===== src/asgr_pkg.sv =====
// asgr_pkg: shared types, character codes and sgr code constants for the
// ansi sgr console parser. No dependencies; asgr_sgr_unit and the core import it.
`timescale 1ns / 1ps

package asgr_pkg;

	// default depth of the parameter store
	localparam int MAX_PARAMS_DEF = 16;

	// character codes
	localparam logic [7:0] CH_ESC   = 8'h1B;
	localparam logic [7:0] CH_LBRK  = 8'h5B;
	localparam logic [7:0] CH_SEMI  = 8'h3B;
	localparam logic [7:0] CH_SGR   = 8'h6D;
	localparam logic [7:0] CH_NL    = 8'h0A;
	localparam logic [7:0] CH_TAB   = 8'h09;
	localparam logic [7:0] CH_ZERO  = 8'h30;
	localparam logic [7:0] CH_NINE  = 8'h39;

	// cursor and parameter limits
	localparam logic [7:0]  POS_MAX = 8'hFF;
	localparam logic [15:0] VAL_MAX = 16'hFFFF;

	// colors
	localparam logic [3:0] FG_DEFAULT = 4'd7;
	localparam logic [3:0] BG_DEFAULT = 4'd0;

	// sgr codes
	localparam logic [15:0] SGR_RESET       = 16'd0;
	localparam logic [15:0] SGR_BOLD        = 16'd1;
	localparam logic [15:0] SGR_REVERSE_ON  = 16'd7;
	localparam logic [15:0] SGR_NORMAL_A    = 16'd21;
	localparam logic [15:0] SGR_NORMAL_B    = 16'd22;
	localparam logic [15:0] SGR_REVERSE_OFF = 16'd27;
	localparam logic [15:0] SGR_FG_FIRST    = 16'd30;
	localparam logic [15:0] SGR_FG_LAST     = 16'd37;
	localparam logic [15:0] SGR_FG_EXT      = 16'd38;
	localparam logic [15:0] SGR_FG_DEFAULT  = 16'd39;
	localparam logic [15:0] SGR_BG_FIRST    = 16'd40;
	localparam logic [15:0] SGR_BG_LAST     = 16'd47;
	localparam logic [15:0] SGR_BG_DEFAULT  = 16'd49;

	// escape parser phase
	typedef enum logic [1:0] {
		PH_TEXT = 2'd0,
		PH_ESC  = 2'd1,
		PH_CSI  = 2'd2,
		PH_FKEY = 2'd3
	} esc_phase_t;

	// sgr walk sequencer
	typedef enum logic [1:0] {
		SQ_IDLE,
		SQ_READ,
		SQ_APPLY
	} seq_state_t;

	// text attribute state
	typedef struct packed {
		logic [3:0] fg;
		logic [3:0] bg;
		logic       intense;
		logic       reverse;
	} attr_t;

	// ansi color order to vga color order
	function automatic logic [3:0] ansi_to_vga(input logic [2:0] idx);
		logic [3:0] v;
		case (idx)
			3'd0:    v = 4'd0;
			3'd1:    v = 4'd4;
			3'd2:    v = 4'd2;
			3'd3:    v = 4'd6;
			3'd4:    v = 4'd1;
			3'd5:    v = 4'd5;
			3'd6:    v = 4'd3;
			default: v = 4'd7;
		endcase
		return v;
	endfunction

endpackage


===== src/asgr_if.sv =====
// asgr_if: valid/ready stream interfaces for the console byte input and the
// character cell output. Depends on nothing.
`timescale 1ns / 1ps

interface asgr_char_if;
	logic       valid;
	logic       ready;
	logic [7:0] in_byte;
	logic       escapes_on;

	modport source (output valid, output in_byte, output escapes_on, input ready);
	modport sink   (input valid, input in_byte, input escapes_on, output ready);
endinterface

interface asgr_cell_if;
	logic       valid;
	logic       ready;
	logic       kind;
	logic [7:0] char_code;
	logic [3:0] fg_color;
	logic [3:0] bg_color;
	logic [7:0] col;
	logic [7:0] row;

	modport source (output valid, output kind, output char_code, output fg_color,
		output bg_color, output col, output row, input ready);
	modport sink   (input valid, input kind, input char_code, input fg_color,
		input bg_color, input col, input row, output ready);
endinterface


===== src/asgr_param_ram.sv =====
// asgr_param_ram: storage for the collected csi parameters, one write port
// and one registered read port. Depends on nothing.
`timescale 1ns / 1ps

module asgr_param_ram #(
	parameter int DEPTH = 16,
	parameter int AW    = 4
) (
	input  logic          clk,
	input  logic          we,
	input  logic [AW-1:0] waddr,
	input  logic [15:0]   wdata,
	input  logic [AW-1:0] raddr,
	output logic [15:0]   rdata
);

	logic [15:0] mem [DEPTH];

	// write port
	always_ff @(posedge clk) begin
		if (we) begin
			mem[waddr] <= wdata;
		end
	end

	// registered read port
	always_ff @(posedge clk) begin
		rdata <= mem[raddr];
	end

endmodule


===== src/asgr_sgr_unit.sv =====
// asgr_sgr_unit: applies one sgr code to the attribute state; the sequencer
// runs every stored parameter through it. Depends on asgr_pkg.
`timescale 1ns / 1ps

module asgr_sgr_unit (
	input  asgr_pkg::attr_t     attr_cur,
	input  logic [15:0]         code,
	output asgr_pkg::attr_t     attr_nxt
);
	import asgr_pkg::*;

	logic [15:0] fg_off;
	logic [15:0] bg_off;

	assign fg_off = code - SGR_FG_FIRST;
	assign bg_off = code - SGR_BG_FIRST;

	// one sgr code
	always_comb begin
		attr_nxt = attr_cur;
		case (code) inside
			SGR_RESET: begin
				attr_nxt.fg      = FG_DEFAULT;
				attr_nxt.bg      = BG_DEFAULT;
				attr_nxt.intense = 1'b0;
				attr_nxt.reverse = 1'b0;
			end
			SGR_BOLD: begin
				attr_nxt.fg[3]   = 1'b1;
				attr_nxt.intense = 1'b1;
			end
			SGR_NORMAL_A, SGR_NORMAL_B: begin
				attr_nxt.fg[3]   = 1'b0;
				attr_nxt.intense = 1'b0;
			end
			SGR_REVERSE_ON: begin
				if (!attr_cur.reverse) begin
					attr_nxt.fg      = attr_cur.bg;
					attr_nxt.bg      = attr_cur.fg;
					attr_nxt.reverse = 1'b1;
				end
			end
			SGR_REVERSE_OFF: begin
				if (attr_cur.reverse) begin
					attr_nxt.fg      = attr_cur.bg;
					attr_nxt.bg      = attr_cur.fg;
					attr_nxt.reverse = 1'b0;
				end
			end
			[SGR_FG_FIRST:SGR_FG_LAST]: begin
				attr_nxt.fg = ansi_to_vga(fg_off[2:0]) | {attr_cur.intense, 3'b000};
			end
			SGR_FG_EXT, SGR_FG_DEFAULT: begin
				attr_nxt.fg = FG_DEFAULT | {attr_cur.intense, 3'b000};
			end
			[SGR_BG_FIRST:SGR_BG_LAST]: begin
				attr_nxt.bg = ansi_to_vga(bg_off[2:0]);
			end
			SGR_BG_DEFAULT: begin
				attr_nxt.bg = BG_DEFAULT;
			end
			default: begin
			end
		endcase
	end

endmodule


===== src/ansi_sgr_console_parser_core.sv =====
// ansi_sgr_console_parser_core: top level of the console byte parser.
// Depends on asgr_pkg, asgr_if, asgr_param_ram and asgr_sgr_unit.
`timescale 1ns / 1ps

// Usage
// char_stream (sink) takes one console byte per beat together with
// escapes_on; cell_stream (source) gives one beat per text byte: a character
// to draw or a cursor move, with the current colors and the cursor position
// after the byte. Bytes inside an escape sequence give no beat.
// A text byte's beat is registered and is valid the cycle after it is accepted.
// Any byte but the sgr final 'm' leaves the block free to take the next byte
// straight away unless the output register is stalled. The final 'm' walks
// the stored parameters through the one sgr unit, each with a registered
// store read and then an apply, and the block takes no next byte until all N
// parameters (1 to MAX_PARAMS) have been applied.
// The output register holds a finished beat; while it is full and not taken
// the block takes no byte, and it resumes as soon as the beat is taken.
// Reset (arst_n low) drops any pending beat, returns to plain text, sets
// foreground 7 and background 0 and puts the cursor at column 0, row 0.
// The parameter store is not cleared; each entry is written before it is read.
module ansi_sgr_console_parser_core #(
	parameter int MAX_PARAMS = asgr_pkg::MAX_PARAMS_DEF
) (
	input  logic         clk,
	input  logic         arst_n,
	asgr_char_if.sink    char_stream,
	asgr_cell_if.source  cell_stream
);
	import asgr_pkg::*;

	localparam int IW = (MAX_PARAMS > 1) ? $clog2(MAX_PARAMS) : 1;
	localparam int CW = $clog2(MAX_PARAMS + 1);
	localparam logic [CW-1:0] CNT_MAX = CW'(MAX_PARAMS);

	// parser state
	esc_phase_t    phase_q, phase_d;
	logic          fresh_q, fresh_d;
	logic [CW-1:0] count_q, count_d;
	logic [15:0]   cur_q, cur_d;
	attr_t         attr_q, attr_nxt;
	logic [7:0]    col_q, col_d;
	logic [7:0]    row_q, row_d;

	// sequencer
	seq_state_t    seq_q, seq_d;
	logic [CW-1:0] walk_idx_q;
	logic [CW-1:0] walk_n_q, walk_n_d;
	logic          seq_idle;
	logic          apply_en;

	// decode results
	logic          accept;
	logic [7:0]    b;
	logic          is_digit;
	logic          below_max;
	logic          is_text;
	logic          wr_en;
	logic          start_walk;
	logic [19:0]   acc;
	logic [8:0]    tab_col;
	logic          text_kind;
	logic [7:0]    text_char;
	logic [15:0]   rd_code;

	// output register
	logic          out_valid_q;
	logic          out_kind_q;
	logic [7:0]    out_char_q;
	logic [3:0]    out_fg_q;
	logic [3:0]    out_bg_q;
	logic [7:0]    out_col_q;
	logic [7:0]    out_row_q;

	assign b         = char_stream.in_byte;
	assign accept    = char_stream.valid && char_stream.ready;
	assign is_digit  = (b >= CH_ZERO) && (b <= CH_NINE);
	assign below_max = (count_q < CNT_MAX);
	assign acc       = {1'b0, cur_q, 3'b000} + {3'b000, cur_q, 1'b0}
		+ {12'd0, b - CH_ZERO};

	// escape sequence decode
	always_comb begin
		phase_d    = phase_q;
		fresh_d    = fresh_q;
		count_d    = count_q;
		cur_d      = cur_q;
		wr_en      = 1'b0;
		start_walk = 1'b0;
		is_text    = 1'b0;
		walk_n_d   = below_max ? count_q + CW'(1) : CNT_MAX;
		if (char_stream.escapes_on) begin
			unique case (phase_q)
				PH_CSI: begin
					fresh_d = 1'b0;
					if (is_digit) begin
						if (below_max) begin
							cur_d = (|acc[19:16]) ? VAL_MAX : acc[15:0];
						end
					end else if (b == CH_SEMI) begin
						if (below_max) begin
							wr_en   = 1'b1;
							count_d = count_q + CW'(1);
							cur_d   = '0;
						end
					end else if (b == CH_LBRK && fresh_q) begin
						phase_d = PH_FKEY;
					end else begin
						if (b == CH_SGR) begin
							wr_en      = below_max;
							start_walk = 1'b1;
						end
						phase_d = PH_TEXT;
					end
				end
				PH_FKEY: begin
					phase_d = PH_TEXT;
				end
				PH_ESC: begin
					if (b == CH_LBRK) begin
						phase_d = PH_CSI;
						count_d = '0;
						cur_d   = '0;
						fresh_d = 1'b1;
					end else if (b == CH_ESC) begin
						phase_d = PH_ESC;
					end else begin
						phase_d = PH_TEXT;
						is_text = 1'b1;
					end
				end
				PH_TEXT: begin
					if (b == CH_ESC) begin
						phase_d = PH_ESC;
					end else begin
						is_text = 1'b1;
					end
				end
			endcase
		end else begin
			is_text = 1'b1;
		end
	end

	// cursor update for text bytes
	assign tab_col = {1'b0, col_q[7:3], 3'b000} + 9'd8;

	always_comb begin
		col_d     = col_q;
		row_d     = row_q;
		text_kind = 1'b0;
		text_char = b;
		if (b == CH_NL) begin
			col_d     = '0;
			row_d     = (row_q != POS_MAX) ? row_q + 8'd1 : row_q;
			text_kind = 1'b1;
			text_char = '0;
		end else if (b == CH_TAB) begin
			col_d     = tab_col[8] ? POS_MAX : tab_col[7:0];
			text_kind = 1'b1;
			text_char = '0;
		end else begin
			col_d = (col_q != POS_MAX) ? col_q + 8'd1 : col_q;
		end
	end

	// sequencer next state
	always_comb begin
		seq_d = seq_q;
		unique case (seq_q)
			SQ_IDLE: begin
				if (accept && start_walk) begin
					seq_d = SQ_READ;
				end
			end
			SQ_READ: begin
				seq_d = SQ_APPLY;
			end
			SQ_APPLY: begin
				if (walk_idx_q + CW'(1) == walk_n_q) begin
					seq_d = SQ_IDLE;
				end else begin
					seq_d = SQ_READ;
				end
			end
			default: begin
				seq_d = SQ_IDLE;
			end
		endcase
	end

	// sequencer outputs
	always_comb begin
		seq_idle = 1'b0;
		apply_en = 1'b0;
		unique case (seq_q)
			SQ_IDLE:  seq_idle = 1'b1;
			SQ_READ:  seq_idle = 1'b0;
			SQ_APPLY: apply_en = 1'b1;
			default:  seq_idle = 1'b0;
		endcase
	end

	assign char_stream.ready = seq_idle && (!out_valid_q || cell_stream.ready);

	// parameter store
	asgr_param_ram #(
		.DEPTH (MAX_PARAMS),
		.AW    (IW)
	) u_ram (
		.clk   (clk),
		.we    (accept && wr_en),
		.waddr (count_q[IW-1:0]),
		.wdata (cur_q),
		.raddr (walk_idx_q[IW-1:0]),
		.rdata (rd_code)
	);

	// shared sgr unit
	asgr_sgr_unit u_sgr (
		.attr_cur (attr_q),
		.code     (rd_code),
		.attr_nxt (attr_nxt)
	);

	// control and attribute state
	always_ff @(posedge clk or negedge arst_n) begin
		if (!arst_n) begin
			phase_q    <= PH_TEXT;
			fresh_q    <= 1'b0;
			count_q    <= '0;
			seq_q      <= SQ_IDLE;
			walk_idx_q <= '0;
			walk_n_q   <= '0;
			attr_q     <= '{fg: FG_DEFAULT, bg: BG_DEFAULT, intense: 1'b0, reverse: 1'b0};
			col_q      <= '0;
			row_q      <= '0;
		end else begin
			seq_q <= seq_d;
			if (accept) begin
				phase_q <= phase_d;
				fresh_q <= fresh_d;
				count_q <= count_d;
				if (start_walk) begin
					walk_idx_q <= '0;
					walk_n_q   <= walk_n_d;
				end
				if (is_text) begin
					col_q <= col_d;
					row_q <= row_d;
				end
			end
			if (apply_en) begin
				attr_q     <= attr_nxt;
				walk_idx_q <= walk_idx_q + CW'(1);
			end
		end
	end

	// parameter accumulator
	always_ff @(posedge clk) begin
		if (accept) begin
			cur_q <= cur_d;
		end
	end

	// output beat valid
	always_ff @(posedge clk or negedge arst_n) begin
		if (!arst_n) begin
			out_valid_q <= 1'b0;
		end else if (accept && is_text) begin
			out_valid_q <= 1'b1;
		end else if (cell_stream.ready) begin
			out_valid_q <= 1'b0;
		end
	end

	// output beat payload
	always_ff @(posedge clk) begin
		if (accept && is_text) begin
			out_kind_q <= text_kind;
			out_char_q <= text_char;
			out_fg_q   <= attr_q.fg;
			out_bg_q   <= attr_q.bg;
			out_col_q  <= col_d;
			out_row_q  <= row_d;
		end
	end

	assign cell_stream.valid     = out_valid_q;
	assign cell_stream.kind      = out_kind_q;
	assign cell_stream.char_code = out_char_q;
	assign cell_stream.fg_color  = out_fg_q;
	assign cell_stream.bg_color  = out_bg_q;
	assign cell_stream.col       = out_col_q;
	assign cell_stream.row       = out_row_q;

endmodule


===== src/flat_wrapper.sv =====
// flat-port wrapper written by rule: the top's interface ports become plain ports
module ansi_sgr_console_parser_core_flat import asgr_pkg::*;
#(
	parameter int MAX_PARAMS = asgr_pkg::MAX_PARAMS_DEF
)
  (clk, arst_n, char_stream_valid, char_stream_in_byte, char_stream_escapes_on, char_stream_ready, cell_stream_valid, cell_stream_kind, cell_stream_char_code, cell_stream_fg_color, cell_stream_bg_color, cell_stream_col, cell_stream_row, cell_stream_ready);
  asgr_char_if char_stream_i ();
  asgr_cell_if cell_stream_i ();
  input  logic clk;
  input  logic arst_n;
  input wire logic [$bits(char_stream_i.valid)-1:0] char_stream_valid;
  input wire logic [$bits(char_stream_i.in_byte)-1:0] char_stream_in_byte;
  input wire logic [$bits(char_stream_i.escapes_on)-1:0] char_stream_escapes_on;
  output wire logic [$bits(char_stream_i.ready)-1:0] char_stream_ready;
  output wire logic [$bits(cell_stream_i.valid)-1:0] cell_stream_valid;
  output wire logic [$bits(cell_stream_i.kind)-1:0] cell_stream_kind;
  output wire logic [$bits(cell_stream_i.char_code)-1:0] cell_stream_char_code;
  output wire logic [$bits(cell_stream_i.fg_color)-1:0] cell_stream_fg_color;
  output wire logic [$bits(cell_stream_i.bg_color)-1:0] cell_stream_bg_color;
  output wire logic [$bits(cell_stream_i.col)-1:0] cell_stream_col;
  output wire logic [$bits(cell_stream_i.row)-1:0] cell_stream_row;
  input wire logic [$bits(cell_stream_i.ready)-1:0] cell_stream_ready;
  assign char_stream_i.valid = char_stream_valid;
  assign char_stream_i.in_byte = char_stream_in_byte;
  assign char_stream_i.escapes_on = char_stream_escapes_on;
  assign char_stream_ready = char_stream_i.ready;
  assign cell_stream_valid = cell_stream_i.valid;
  assign cell_stream_kind = cell_stream_i.kind;
  assign cell_stream_char_code = cell_stream_i.char_code;
  assign cell_stream_fg_color = cell_stream_i.fg_color;
  assign cell_stream_bg_color = cell_stream_i.bg_color;
  assign cell_stream_col = cell_stream_i.col;
  assign cell_stream_row = cell_stream_i.row;
  assign cell_stream_i.ready = cell_stream_ready;
  ansi_sgr_console_parser_core #(.MAX_PARAMS(MAX_PARAMS)) u_core (.clk(clk), .arst_n(arst_n), .char_stream(char_stream_i), .cell_stream(cell_stream_i));
endmodule

===== config.mk =====
export PLATFORM = sky130hd
export DESIGN_NAME = ansi_sgr_console_parser_core_flat
export DESIGN_NICKNAME = d
export VERILOG_FILES = /design/src/asgr_pkg.sv /design/src/asgr_if.sv /design/src/asgr_param_ram.sv /design/src/asgr_sgr_unit.sv /design/src/ansi_sgr_console_parser_core.sv /design/src/flat_wrapper.sv
export SDC_FILE = /design/constraint.sdc
export NUM_CORES = 1
export LEC_CHECK = 0
export ABC_AREA = 1
export BUFFER_PORTS_ARGS = -buffer_cell sky130_fd_sc_hd__buf_2
export CORE_MARGIN = 5
export CORE_UTILIZATION = 40
export CTS_CLUSTER_DIAMETER = 200
export DETAILED_ROUTE_END_ITERATION = 10
export PLACE_DENSITY = 0.62
export SETUP_SLACK_MARGIN = 0.3
export SLEW_MARGIN = 20
export SYNTH_ARGS = -nofsm -noshare
export SYNTH_HDL_FRONTEND = slang
export SYNTH_SLANG_ARGS = --single-unit

===== constraint.sdc =====
create_clock -name clk -period 4.1 [get_ports clk]
set_input_delay 1.23 -clock clk [delete_from_list [all_inputs] [get_ports clk]]
set_output_delay 1.23 -clock clk [all_outputs]
set_load 0.02 [all_outputs]

; ---- Word-level counts from Yosys, hierarchy flattened
; Memory sizes are Yosys's and may differ from the RTL's. A register that Yosys moved wholly into a read port is not among the register bits.
; Cells that the tools add are included.
[word_totals]
regBits = 96
mem_count = 1
wordCells = 230
output_inout_bits = 35
inputBits = 13
ram_bits = 256
[op_classes]
n_eq_ne = 50
order_cmp = 7
addsub = 10
mux = 99
reduce_logical = 41
bitwise_logic = 1
[mem_list]
columns = memory, depth, word_bits, rd, rd_ports_with_merged_regs, write_ports, line_no
row1 = u_core.u_ram.mem, 16, 16, 1, 1, 1, asgr_param_ram.sv:17  ; logic [15:0] mem [DEPTH];
[ops]
columns = op, n
row1 = 16-bit two-way mux, 6
row2 = 8-bit two-way mux, 8
row3 = 4-bit two-way mux, 15
row4 = "16-bit by 5-bit equality test with 1-bit output, second input constant", 3
row5 = "16-bit by 6-bit equality test with 1-bit output, second input constant", 3
row6 = 3-bit case mux with 7 select lines, 2
row7 = 1-bit two-way mux, 41
row8 = 5-bit two-way mux, 8
row9 = "16-bit by 6-bit <= comparator with 1-bit output, second input constant", 2
row10 = 16-bit case mux with 2 select lines, 1
row11 = 3-bit two-way mux, 7
row12 = 19-bit by 17-bit adder with 20-bit output, 1
row13 = 20-bit by 8-bit adder with 20-bit output, 1
row14 = "3-bit equality test, second input constant", 6
row15 = "8-bit by 1-bit adder with 8-bit output, second input constant", 2
row16 = "16-bit by 1-bit equality test with 1-bit output, second input constant", 1
row17 = "16-bit by 3-bit equality test with 1-bit output, second input constant", 1
row18 = "8-bit by 4-bit equality test with 1-bit output, second input constant", 2
row19 = "8-bit by 7-bit equality test with 1-bit output, second input constant", 2
row20 = "16-bit by 5-bit greater-or-equal comparator with 1-bit output, second input constant", 1
row21 = "16-bit by 6-bit greater-or-equal comparator with 1-bit output, second input constant", 1
row22 = 16-bit zero test, 1
row23 = "8-bit inequality test, second input constant", 2
row24 = "3-bit by 2-bit equality test with 1-bit output, second input constant", 4
row25 = 45 further kinds, 87

; ---- Depth between registers and ports, before layout
[depth]
depth_word = 16
depth_mapped = 19
mapped_depth_nobuf = 18

; ---- Cells and area by module
; From an unflattened synthesis, not the netlist that was laid out.
[hier_totals]
cells_unflattened = 1938
hier_area_um2 = 18133.6
[by_module_without_submodules]
columns = mod, seq_area_each_um2, area_each_um2, cells_per_inst, instances
row1 = asgr_param_ram, 8007.7, 11380.9, 1074, 1
row2 = ansi_sgr_console_parser_core, 2651.3, 5918.2, 689, 1
row3 = asgr_sgr_unit, 0.0, 834.6, 175, 1

; ---- Least setup slack after synthesis
; No wires, ideal clock.
[synth_path]
kind = input to register
startpoint = input char_stream_in_byte[4]
endpoint = register u_core.cur_q[9] (data pin)
t_arrival_ps = 3417
t_required_ps = 3851
path_slack_ps = 434
n_path_buf = 1
setup_time_ps = 249
stages = 18
path_cell_list = ha_1 > xor2_1 > fa_1 > inv_1 > ha_1 > nand2_1 > nand2_1 > a21oi_2 > nand2_2 > nand2_1 > nand2_1 > nand2_1 > nand2_1 > nor2_4 > buf_8 > nand3_2 > nand2_1 > inv_1
[synth_between]
elab_chain_cells = 7
word_cells_on_any_way = 10
cone_classes = add/sub (2) / order compare (2) / mux (4) / reduce/logical (2)
[synth_lines]
columns = item, line_no
row1 = from (decl), flat_wrapper.sv:12  ; input wire logic [$bits(char_stream_i.in_byte)-1:0] char_stream_in_byte;
row2 = 8-bit by 6-bit subtractor with 8-bit output, ansi_sgr_console_parser_core.sv:79  ; + {12'd0, b - CH_ZERO};
row3 = 20-bit by 8-bit adder with 20-bit output, ansi_sgr_console_parser_core.sv:79
row4 = 4-bit OR reduction, ansi_sgr_console_parser_core.sv:97  ; cur_d = (|acc[19:16]) ? VAL_MAX : acc[15:0];
row5 = 16-bit two-way mux, ansi_sgr_console_parser_core.sv:97
row6 = 16-bit two-way mux, ansi_sgr_console_parser_core.sv:96  ; if (below_max) begin
row7 = 16-bit two-way mux (*), ansi_sgr_console_parser_core.sv:95  ; if (is_digit) begin
row8 = 16-bit case mux with 2 select lines (*), ansi_sgr_console_parser_core.sv:92  ; unique case (phase_q)
row9 = to (signal assigned), ansi_sgr_console_parser_core.sv:262  ; cur_q <= cur_d;
row10 = to (decl), ansi_sgr_console_parser_core.sv:39  ; logic [15:0] cur_q, cur_d;
; Every way passes the cells marked *; elsewhere a longest branch is shown, timed or not. The select of a mux whose other input is x is not followed.
; A chain may end at the register's enable or synchronous reset.

; ---- Worst setup path after layout
[layout_path]
startpoint = input char_stream_in_byte[4]
endpoint = register u_core.cur_q[0] (data pin)
; Same word-level chain as after synthesis.

==> key figures <==
Status
  – Status: finished, final reports clean

Place
  – RD Place Congestion: 0.8058
  – Post-Place Cell Area: 0.01786 sq mm
  – DP Cell Count: 2139
  – IO buf count: 47
  – DP HPWL: 23.94 mm

Worst setup path
  – FF-to-FF path depth: 16
  – Crit path from: char_stream_in_byte[4]
  – Crit-path cells: buf_2 -> ha_1 -> xor2_1 -> fa_1 -> inv_1 -> ha_1 -> nand2_1 -> nand2_1 -> a21oi_2 -> nand2_2 -> nand2_1 -> nand2_1 -> nand2_1 -> nand2_1 -> nor2_4 -> buf_12 -> nand3_1 -> nand2_1 -> inv_1
  – Reg2reg setup slack: 0.76 ns
  – CP arrival: 3.76 ns
  – Crit Path Max Fanout: 16
  – Critical Path Source Type: input pin
  – CP max stage delay: 0.49 ns
  – Worst Path Required: 4.39 ns
  – Worst R2R Start: u_core.cur_q[2]
  – End point of the critical path: u_core.cur_q[0]
  – CP endpoint kind: register
  – CP delay by family, top: adder cells
  – Worst reg2reg path endpoint: u_core.cur_q[0]
  – Buf+Inv Stages, Crit Path: 4
  – Cell count along the critical path: 19
  – Slowest CP cell: fa_1
  – Most frequent CP cell: nand2_1
  – Crit Path Class: input pin to register

Logic synthesis
  – Largest family of logic cells by synthesized area: simple AND/OR/NAND/NOR gates
  – Ys Warns: 0
  – Avg Cell Area, Syn: 10.70 sq um
  – Synth Register Bits: 368
  – Post-Synth XOR/XNOR Area: 0.01500
  – Synth Net Count: 1637
  – Cells after synthesis: 1574
  – Ys async rst share: 0.1277
  – Simple-Gate Fraction of Synth Area: 0.1521
  – Top FF cell, synth: edfxtp_1
  – EDFF count, synth: 305
  – Mux cell area share after synthesis: 0.0006684
  – Yosys cell types: 48
  – Synth Area in Adders: 0.03981
  – Complex-gate fraction of the synthesized area: 0.1077
  – Post-synthesis sequential area ratio: 0.6327
  – Area of the mapped netlist: 0.01685 sq mm

Layout
  – Final std cells w/o fill: 2210
  – Design area: 0.01907 sq mm
  – Area delta synth->final: 13.20%
  – Nets@finish: 1704
  – Fraction of layout instances using a drive strength above 1: 0.1406
  – N_diodes: 0

Clocking
  – CTS Hold Bufs: 0
  – Clk sinks: 368
  – CTS tree: built
  – Clock-pin slew on the worst setup and hold paths: 0.06 ns
  – TritonCTS Buffers: 39
  – Cts repair resizes: 0
  – Clock Path Buffers: 3
  – Post CTS Setup Buffer Count: 0
  – Root buffer cell: clkbuf_16
  – H-tree depth: 2
  – Worst skew pair latency: 0.53 ns

Global routing
  – Initial antenna violation count: 0
  – Number of global-route vias before repair: 11.55k
  – Pin count of the biggest net entering global routing: 68
  – All-Layer GR Usage: 0.1663
  – Grt total ovfl: 0
  – First-pass GRT wire length: 62.04 mm

Floorplan
  – Starting Density: 0.4025
  – Die footprint: 0.04632 sq mm
  – Die Span Y: 215.2 um
  – Area of the core: 0.04185 sq mm
  – Rows: 75
  – I/O pin count: 48
  – Width of the die: 215.2 um

STA
  – Fmax: 287.9 MHz
  – Worst Tran Pin Value: 1.111 ns
  – Final hold violations: 0
  – Setup TNS Final: 0 ns
  – Final setup violation count: 0
  – Worst Clk Skew: 0.01101 ns
  – Final Slew Violations: 0
  – Final period util: 0.8473
  – RSZ-0062 raised after global routing: no
  – Period minus WS final: 3.474 ns
  – Worst slew margin: 0.2588

Drt
  – Post-route ant nets: 0
  – Vias per inst: 5.219
  – Total wire length: 39.37 mm
  – WL met3: 2.131 mm
  – 1st-iter DRT viols: 865
  – Met2 WL: 19.33 mm
  – Length of routed wiring on met1: 17.29 mm
  – DR top layer: met4
  – Via Count: 11.54k
  – Residual DRC count: 0
  – Drt wl/cell: 17.81 um
  – First-pass DRT Iterations: 5

Power
  – Worst ir drop on vdd: 0.0002782 V
  – Cell Pwr Density: 498.7 mW/mm^2
  – Pleak: 0.007548 uW
  – Power, Total: 9509 uW

Flow run
  – Max-Cap Viols: 0

Worst hold path
  – Hold Crit Class: register to register
[registers in the layout, summed over array words and instances (netlist names), 8 cells and up]
name and count:
u_core.cell_stream.char_code 8, u_core.cell_stream.row 8, u_core.attr_q 10, u_core.row_q 8, u_core.cell_stream.col 8, u_core.u_ram.mem 256, u_core.u_ram.rdata 16, u_core.col_q 8
u_core.cur_q 16
[layout make-up]
type / count / area (sq um)
fill: 3889 / 22780
sequential: 368 / 10660
multi-input combinational: 986 / 5349
clock buffer: 57 / 1116
tap: 539 / 674.4
inverter: 159 / 598.1
timing repair buffer: 87 / 573.1
clock inverter: 14 / 95.09
[cell usage after synthesis (6+ instances only)]
library cell  number  area share
o22ai_1           81       0.030
clkbuf_1          43      0.0096
nand3_2           18       0.011
dfrtp_1           44       0.065
buf_2              6      0.0018
xnor2_1            7      0.0036
xor2_1            20       0.010
inv_1            150       0.033
nor3_2             6      0.0036
nand2_1          225       0.050
nand2_2           20      0.0074
nand3_1           37       0.011
nand4_1           12      0.0045
a21oi_1           21      0.0062
o21ai_1           13      0.0039
inv_2              9      0.0020
edfxtp_1         305        0.54
o21ai_0          197       0.059
nor2_2             8      0.0030
nor2_1           230       0.051
ha_1              44       0.033
fa_1               6      0.0071
buf_1              6      0.0013
dfxtp_1           16       0.019
[kinds of logic (layout without fill, tap and decap cells)]
family	after synthesis	in the layout
and+or+nand+nor	577	577
DFF	368	368
AOI/OAI and AO/OA	330	330
buffers and inverters	220	317
adders and majority gates	50	50
xor gates and xnor gates	28	28
muxes	1	1
[worst min path at each step]
stage	start	to	slack, ns	cells past startpoint
3_3_place_gp	u_core.seq_q[1]	u_core.seq_q[1]	0.47	1
2_1_floorplan	u_core.seq_q[1]	u_core.seq_q[1]	0.44	1
3_5_place_dp	u_core.attr_q[5]	u_core.cell_stream.bg_color[3]	0.47	0
4_1_cts	u_core.seq_q[1]	u_core.seq_q[1]	0.49	1
5_1_grt	u_core.seq_q[1]	u_core.seq_q[1]	0.50	1
6_report	u_core.seq_q[1]	u_core.seq_q[1]	0.48	1
[layout by cell type (no fill, tap or decap), types with 16 or more instances in the layout]
cell,n
nor2_1,217
edfxtp_1,305
o21ai_0,197
dfxtp_1,16
o22ai_1,81
buf_4,37
xor2_1,20
nand2_2,20
dfrtp_1,42
nand2_1,225
inv_1,149
nor2_2,21
buf_2,47
nand3_1,37
clkbuf_16,41
a21oi_1,21
nand3_2,18
ha_1,44
[through the flow]
step                      utilization  setup WS (ns)  hold slack, ns
after CTS                      0.4556         0.6394          0.4858
after floorplan                     -         0.4339          0.4358
after detailed placement       0.4267        0.09248          0.4730
after global placement         0.4267         0.1641          0.4666
after global routing           0.4556         0.4399          0.5043
final                          0.4556         0.6261          0.4804
[power breakdown]
part	switching [uW]	internal [uW]
registers	189	4280
logic	1140	568
clock network	1380	1950
[routing by layer]
layer	global-route usage	vias up
li1	-	5574
met2	0.2879	292
met3	0.02533	52
met4	0.04139	0
met5	0	-
met1	0.2213	5617
No activity file was read; power rests on OpenSTA's default activity.
